[src/hw/rtl/signed_int_to_decimal_ascii_assert.svh]
// Assertion macros used by the controller of the decimal text converter.
// Each macro checks an implication on the rising clock edge and is held off
// while reset is asserted.
`ifndef SIGNED_INT_TO_DECIMAL_ASCII_ASSERT_SVH
`define SIGNED_INT_TO_DECIMAL_ASCII_ASSERT_SVH

`ifndef SYNTHESIS

`define SIDA_ASSERT_SAME(lbl, clk_i, rstn_i, ante, cons, msg) \
    lbl: assert property (@(posedge clk_i) disable iff (!rstn_i) (ante) |-> (cons)) \
        else $error(msg);

`define SIDA_ASSERT_NEXT(lbl, clk_i, rstn_i, ante, cons, msg) \
    lbl: assert property (@(posedge clk_i) disable iff (!rstn_i) (ante) |=> (cons)) \
        else $error(msg);

`else

`define SIDA_ASSERT_SAME(lbl, clk_i, rstn_i, ante, cons, msg)

`define SIDA_ASSERT_NEXT(lbl, clk_i, rstn_i, ante, cons, msg)

`endif

`endif

[src/hw/rtl/sida_pkg.sv]
package sida_pkg;

    localparam int VALUE_WIDTH_DEF = 64;
    localparam int FIELD_WIDTH     = 64;
    localparam int DIGIT_DEPTH     = 19;
    localparam int COUNT_W         = 5;
    localparam int CODE_W          = 6;
    localparam int BITS_PER_STEP   = 4;

    localparam logic [CODE_W-1:0] ASCII_ZERO  = 6'd48;
    localparam logic [CODE_W-1:0] ASCII_MINUS = 6'd45;

    // Commands from the controller to the datapath.
    typedef struct packed {
        logic load;
        logic shift;
        logic count;
        logic take;
    } sida_cmd_t;

    // Status from the datapath to the controller.
    typedef struct packed {
        logic shift_done;
        logic emit_last;
    } sida_stat_t;

    // Double-dabble correction of one BCD digit before it is doubled.
    function automatic logic [3:0] bcd_adjust(input logic [3:0] digit);
        logic [3:0] res;
        begin
            res = (digit >= 4'd5) ? digit + 4'd3 : digit;
            return res;
        end
    endfunction

endpackage

[src/hw/rtl/sida_datapath.sv]
module sida_datapath
    import sida_pkg::*;
#(
    parameter int VALUE_WIDTH = VALUE_WIDTH_DEF
)
(
    input  logic                   clk,
    input  logic                   rst_n,
    input  logic [FIELD_WIDTH-1:0] value,
    input  sida_cmd_t              cmd,
    output sida_stat_t             stat,
    output logic [CODE_W-1:0]      char_code,
    output logic                   last
);

    localparam int STEPS  = (VALUE_WIDTH + BITS_PER_STEP - 1) / BITS_PER_STEP;
    localparam int PAD_W  = STEPS * BITS_PER_STEP;
    localparam int STEP_W = (STEPS > 1) ? $clog2(STEPS) : 1;
    localparam int BCD_W  = DIGIT_DEPTH * 4;

    logic [VALUE_WIDTH-1:0] raw;
    logic [VALUE_WIDTH-1:0] abs_val;

    logic [PAD_W-1:0]   mag_reg, mag_next;
    logic [BCD_W-1:0]   bcd_reg, bcd_next;
    logic [STEP_W-1:0]  step_reg, step_next;
    logic [COUNT_W-1:0] idx_reg, idx_next;
    logic               sign_pend_reg, sign_pend_next;

    logic [BCD_W-1:0]   bcd_shifted;
    logic [COUNT_W-1:0] top_idx;
    logic [3:0]         cur_digit;

    assign raw     = value[VALUE_WIDTH-1:0];
    assign abs_val = raw[VALUE_WIDTH-1] ? (~raw + 1'b1) : raw;

    // Four double-dabble steps per cycle, each one adjust layer and a shift.
    always_comb
    begin
        bcd_shifted = bcd_reg;
        for (int b = 0; b < BITS_PER_STEP; b++)
        begin
            for (int d = 0; d < DIGIT_DEPTH; d++)
            begin
                bcd_shifted[d*4 +: 4] = bcd_adjust(bcd_shifted[d*4 +: 4]);
            end
            bcd_shifted = {bcd_shifted[BCD_W-2:0], mag_reg[PAD_W-1-b]};
        end
    end

    // Index of the most significant non-zero digit; zero gives digit 0.
    always_comb
    begin
        top_idx = '0;
        for (int d = 1; d < DIGIT_DEPTH; d++)
        begin
            if (bcd_reg[d*4 +: 4] != 4'd0)
            begin
                top_idx = COUNT_W'(d);
            end
        end
    end

    always_comb
    begin
        mag_next       = mag_reg;
        bcd_next       = bcd_reg;
        step_next      = step_reg;
        idx_next       = idx_reg;
        sign_pend_next = sign_pend_reg;
        if (cmd.load)
        begin
            mag_next       = PAD_W'(abs_val);
            bcd_next       = '0;
            step_next      = '0;
            sign_pend_next = raw[VALUE_WIDTH-1];
        end
        else if (cmd.shift)
        begin
            mag_next  = mag_reg << BITS_PER_STEP;
            bcd_next  = bcd_shifted;
            step_next = step_reg + 1'b1;
        end
        else if (cmd.count)
        begin
            idx_next = top_idx;
        end
        else if (cmd.take)
        begin
            if (sign_pend_reg)
            begin
                sign_pend_next = 1'b0;
            end
            else if (idx_reg != '0)
            begin
                idx_next = idx_reg - 1'b1;
            end
        end
    end

    always_ff @(posedge clk or negedge rst_n)
    begin
        if (!rst_n)
        begin
            mag_reg       <= '0;
            step_reg      <= '0;
            idx_reg       <= '0;
            sign_pend_reg <= 1'b0;
        end
        else
        begin
            mag_reg       <= mag_next;
            step_reg      <= step_next;
            idx_reg       <= idx_next;
            sign_pend_reg <= sign_pend_next;
        end
    end

    always_ff @(posedge clk)
    begin
        bcd_reg <= bcd_next;
    end

    assign cur_digit = bcd_reg[idx_reg*4 +: 4];
    assign char_code = sign_pend_reg ? ASCII_MINUS : (ASCII_ZERO + {2'b00, cur_digit});
    assign last      = !sign_pend_reg && (idx_reg == '0);

    assign stat.shift_done = (step_reg == STEP_W'(STEPS - 1));
    assign stat.emit_last  = last;

endmodule

[src/hw/rtl/sida_ctrl.sv]
`include "signed_int_to_decimal_ascii_assert.svh"

module sida_ctrl
    import sida_pkg::*;
(
    input  logic       clk,
    input  logic       rst_n,
    input  logic       in_valid,
    output logic       in_stall,
    output logic       out_valid,
    input  logic       out_stall,
    input  sida_stat_t stat,
    output sida_cmd_t  cmd
);

    typedef enum logic [3:0] {
        S_IDLE  = 4'b0001,
        S_CONV  = 4'b0010,
        S_COUNT = 4'b0100,
        S_EMIT  = 4'b1000
    } state_t;

    state_t state_reg, state_next;

    always_comb
    begin
        state_next = state_reg;
        cmd        = '0;
        in_stall   = 1'b1;
        out_valid  = 1'b0;
        case (state_reg)
            S_IDLE:
            begin
                in_stall = 1'b0;
                if (in_valid)
                begin
                    cmd.load   = 1'b1;
                    state_next = S_CONV;
                end
            end
            S_CONV:
            begin
                cmd.shift = 1'b1;
                if (stat.shift_done)
                begin
                    state_next = S_COUNT;
                end
            end
            S_COUNT:
            begin
                cmd.count  = 1'b1;
                state_next = S_EMIT;
            end
            S_EMIT:
            begin
                out_valid = 1'b1;
                if (!out_stall)
                begin
                    cmd.take = 1'b1;
                    if (stat.emit_last)
                    begin
                        state_next = S_IDLE;
                    end
                end
            end
            default:
            begin
                state_next = S_IDLE;
            end
        endcase
    end

    always_ff @(posedge clk or negedge rst_n)
    begin
        if (!rst_n)
        begin
            state_reg <= S_IDLE;
        end
        else
        begin
            state_reg <= state_next;
        end
    end

    `SIDA_ASSERT_NEXT(a_load_starts_conv, clk, rst_n, in_valid && !in_stall, state_reg == S_CONV, "accepted word did not start a conversion")
    `SIDA_ASSERT_SAME(a_no_accept_while_emit, clk, rst_n, out_valid, in_stall, "input open while characters are being sent")
    `SIDA_ASSERT_NEXT(a_last_ends_run, clk, rst_n, out_valid && !out_stall && stat.emit_last, state_reg == S_IDLE && !out_valid, "run did not end after its last character")

endmodule

[src/hw/rtl/signed_int_to_decimal_ascii.sv]
// Signed integer to decimal text converter.
//
// The input channel (in_valid, in_stall, value) takes one signed integer per
// word; only the low VALUE_WIDTH bits are used, sign-extended from the top one.
// The output channel (out_valid, out_stall, char_code, last) returns its
// decimal text, one ASCII character per word, most significant first: a
// leading '-' for a negative value, then the digits, with last set on the
// final digit. Zero gives the single character '0', and the most negative
// value is printed in full because its magnitude is formed unsigned.
//
// Timing: after a word is accepted the magnitude is converted to BCD by a
// double-dabble unit that takes four bits per cycle, then a count state finds
// the leading digit. The characters then follow one per cycle while the
// receiver does not stall. One value is handled at a time: in_stall stays
// high from acceptance until its last character. A stalled receiver simply
// holds the current character, which stays stable. Reset returns the block
// to idle with the input open and no output valid.
module signed_int_to_decimal_ascii
    import sida_pkg::*;
#(
    parameter int VALUE_WIDTH = VALUE_WIDTH_DEF
)
(
    input  logic                   clk,
    input  logic                   rst_n,
    input  logic                   in_valid,
    output logic                   in_stall,
    input  logic [FIELD_WIDTH-1:0] value,
    output logic                   out_valid,
    input  logic                   out_stall,
    output logic [CODE_W-1:0]      char_code,
    output logic                   last
);

    sida_cmd_t  cmd;
    sida_stat_t stat;

    // The controller sequences load, conversion, digit count and emission.
    sida_ctrl u_ctrl (
        .clk       (clk),
        .rst_n     (rst_n),
        .in_valid  (in_valid),
        .in_stall  (in_stall),
        .out_valid (out_valid),
        .out_stall (out_stall),
        .stat      (stat),
        .cmd       (cmd)
    );

    // The datapath holds the magnitude, the BCD digits and the emit pointer.
    sida_datapath #(
        .VALUE_WIDTH (VALUE_WIDTH)
    ) u_datapath (
        .clk       (clk),
        .rst_n     (rst_n),
        .value     (value),
        .cmd       (cmd),
        .stat      (stat),
        .char_code (char_code),
        .last      (last)
    );

endmodule

[config.mk]
export PLATFORM = sky130hd
export DESIGN_NAME = signed_int_to_decimal_ascii
export DESIGN_NICKNAME = d
export VERILOG_FILES = /design/src/hw/rtl/sida_pkg.sv /design/src/hw/rtl/sida_datapath.sv /design/src/hw/rtl/sida_ctrl.sv /design/src/hw/rtl/signed_int_to_decimal_ascii.sv
export VERILOG_INCLUDE_DIRS = /design/src /design/src/hw/rtl
export SDC_FILE = /design/constraint.sdc
export NUM_CORES = 1
export LEC_CHECK = 0
export ABC_AREA = 1
export BUFFER_PORTS_ARGS = -buffer_cell sky130_fd_sc_hd__buf_2
export CORE_MARGIN = 5
export CORE_UTILIZATION = 23
export DETAILED_ROUTE_END_ITERATION = 7
export PLACE_DENSITY = 0.43
export SYNTH_ARGS = -nofsm -noshare
export SYNTH_HDL_FRONTEND = slang
export SYNTH_SLANG_ARGS = --single-unit
[constraint.sdc]
create_clock -name clk -period 8.85 [get_ports clk]
set_clock_uncertainty 0.15 [all_clocks]
set_input_delay 0.4425 -clock clk [delete_from_list [all_inputs] [get_ports clk]]
set_output_delay 0.4425 -clock clk [all_outputs]
set_load 0.01 [all_outputs]
==> results.sh <==
export IMPL_via_per_inst=4.55
export IMPL_synth_cells=2740
export IMPL_drt_first_pass_iters=5
export IMPL_cp_start_kind="register"
export IMPL_maxSlewHeadroom_pct=34.7
export IMPL_final_hold_viol_count=0
export IMPL_min_period_ps=5490
export IMPL_synth_nets=2872
export IMPL_max_freq_mhz=182
export IMPL_gp_congestion=0.857
export IMPL_drive_gt1_share_pct=10.6
export IMPL_grt_pass1_wl_um=83300
export IMPL_numCtsBuffers=17
export IMPL_ys_types=56
export IMPL_dieArea_mm2=0.0750
export IMPL_mostFrequentLayoutCells="nand2_1 (925), inv_1 (408), nand3_1 (284), nor2_1 (154), o21ai_0 (126)"
export IMPL_ys_ff_latch=154
export IMPL_largest_register_ffs=76
export IMPL_synth_async_reset_ratio_pct=50.6
export IMPL_synth_area_mm2=0.0160
export IMPL_worst_path_max_fanout=51
export IMPL_io_pins=77
export IMPL_clock_latency_ps=460
export IMPL_crit_type="reg -> reg"
export IMPL_stdcell_area_mm2=0.0180
export IMPL_drtAntennaViolNets=0
export IMPL_hold_path_class="in -> reg"
export IMPL_place_area_mm2=0.0174
export IMPL_die_h_um=274
export IMPL_hp_start="value[59]"
export IMPL_fillers=7893
export IMPL_grt_pass1_vias=15800
export IMPL_multi_input_area_mm2=0.0107
export IMPL_final_common_cell="nand2_1"
export IMPL_grt_use_total_pct=13.6
export IMPL_ys_flop_type="dfrtp_1"
export IMPL_clk_pin_slew_ps=80
export IMPL_tritoncts="yes"
export IMPL_wl_um=52200
export IMPL_drc=0
export IMPL_avgSynthCellArea_um2=5.84
export IMPL_drt_iter0_drc=949
export IMPL_holdWs_ps=143
export IMPL_fin_crit_sh_pct=62.0
export IMPL_portBuffers=75
export IMPL_fp_dieW_um=274
export IMPL_core_mm2=0.0688
export IMPL_cts_resized=0
export IMPL_antenna_found_initial=0
export IMPL_worstPathRequired_ps=9090
export IMPL_fin_tns_setup_ps=0
export IMPL_n_antenna_cell=0
export IMPL_clockRootBuffer="clkbuf_16"
export IMPL_setup_viol=0
export IMPL_status="complete, no violations"
export IMPL_timing_rr_start="u_datapath.idx_reg[1]"
export IMPL_grt_max_degree=70
export IMPL_wire_per_inst_um=14.0
export IMPL_synth_edf_count=0
export IMPL_hold_buffers=1
export IMPL_rows=96
export IMPL_area_growth_pct=12.1
export IMPL_htreeDepth=4
export IMPL_cts_num_sinks=154
export IMPL_overflow=0
export IMPL_rsz0062_at_grt="no"
export IMPL_vias=17000
export IMPL_seq_area_frac_synth_pct=21.7
export IMPL_start_util_pct=23.3
export IMPL_final_max_slew_viol_count=0
export IMPL_end_kind="register"
export IMPL_clockBufferDepth=2
export IMPL_dp_hpwl_um=40800
export IMPL_worst_pin_slew_ps=979
export IMPL_cp_startpoint="u_datapath.idx_reg[1]"
export IMPL_drv_cap=0
export IMPL_cts_setup_buffers=0
export IMPL_seq_area_mm2=0.00347
export IMPL_nNetsFinal=2917
export IMPL_yosys_warnings=0
export IMPL_crit_arrival_ps=5730
==> kinds of logic after synthesis <==
family	synth area share (%)
adder cells (fa/ha/maj)	5.00
buffers and inverters	11.8
other	0.0234
AND/OR/NAND/NOR	44.8
flip-flops	21.7
AO/OA/AOI/OAI	15.5
XOR/XNOR	1.20
==> critical path: stages (launching register included) <==
cell      delay (ps)
dfrtp_1          830
clkinv_1         760
ha_1             450
nand3_2          140
o31ai_2           90
nand2_1          150
a21oi_2           60
inv_2            110
nor2_4            30
buf_4            280
inv_4            450
nand2_4          470
inv_2            470
buf_4            590
nand2_1           80
o21ai_0          100
inv_1             50
nand2_1           60
==> routing by layer <==
| metal | share of wire, % | global-route usage, % | vias up |
|---|---|---|---|
| met2 | 47 | 23.5 | 296 |
| met1 | 48 | 18.2 | 7602 |
| met5 | 0 | 0 | - |
| li1 | - | - | 9022 |
| met3 | 3.5 | 2.05 | 34 |
| met4 | 1.3 | 2.63 | 0 |
==> layout make-up <==
class | count | area share, %
multi-input combinational | 2096 | 59.4
sequential | 154 | 19.4
inverter | 431 | 9.04
tap | 931 | 6.49
timing repair buffer | 85 | 2.54
clock buffer | 18 | 2.39
clock inverter | 14 | 0.774
==> stage by stage <==
stage	utilization (%)	cells	worst slack, ps
after floorplan	-	2740	5580
after global placement	25.2	3696	3380
after detailed placement	25.2	3696	3350
after CTS	26.1	3729	3320
after global routing	26.1	3729	2790
final	26.1	3729	3360
==> cell usage after synthesis (5+ instances only) <==
library cell,number,area share (%)
nor2_2,5,0.20
nor2_1,154,3.6
o211ai_1,31,1.5
clkbuf_1,33,0.77
a21oi_1,93,2.9
o21bai_1,22,1.0
nand2_2,79,3.1
nor3_1,25,0.78
ha_1,64,5.0
o21ai_2,20,1.1
nand3_1,285,8.9
a22oi_1,7,0.33
inv_2,17,0.40
xor2_1,13,0.71
nor2_4,5,0.35
xnor2_1,9,0.49
o21ai_0,126,3.9
and2_1,5,0.20
nand2_1,925,22
o22ai_1,41,1.6
dfrtp_1,77,12
nor4_1,6,0.23
nand3b_1,15,0.70
buf_2,20,0.63
nand4_1,50,2.0
o21ai_1,16,0.50
inv_1,409,9.6
nand3_2,37,2.3
o221ai_1,24,1.3
dfxtp_1,76,9.5
a31oi_1,5,0.20
==> final timing paths <==
kind                                     endpoint  slack, ps  depth (start not counted)
min                        u_datapath.mag_reg[59]        140                          3
max in group asynchronous   u_datapath.mag_reg[8]       7160                          3
min in group asynchronous  u_datapath.mag_reg[38]        200                          2
min reg2reg                 u_datapath.bcd_reg[5]        310                          2
max reg2reg                u_datapath.mag_reg[55]       3360                         17
max                        u_datapath.mag_reg[55]       3360                         17
Power is left out: the tool's default activity adds up to more than one toggle a clock period on the data nets, which glitch-free logic cannot reach.
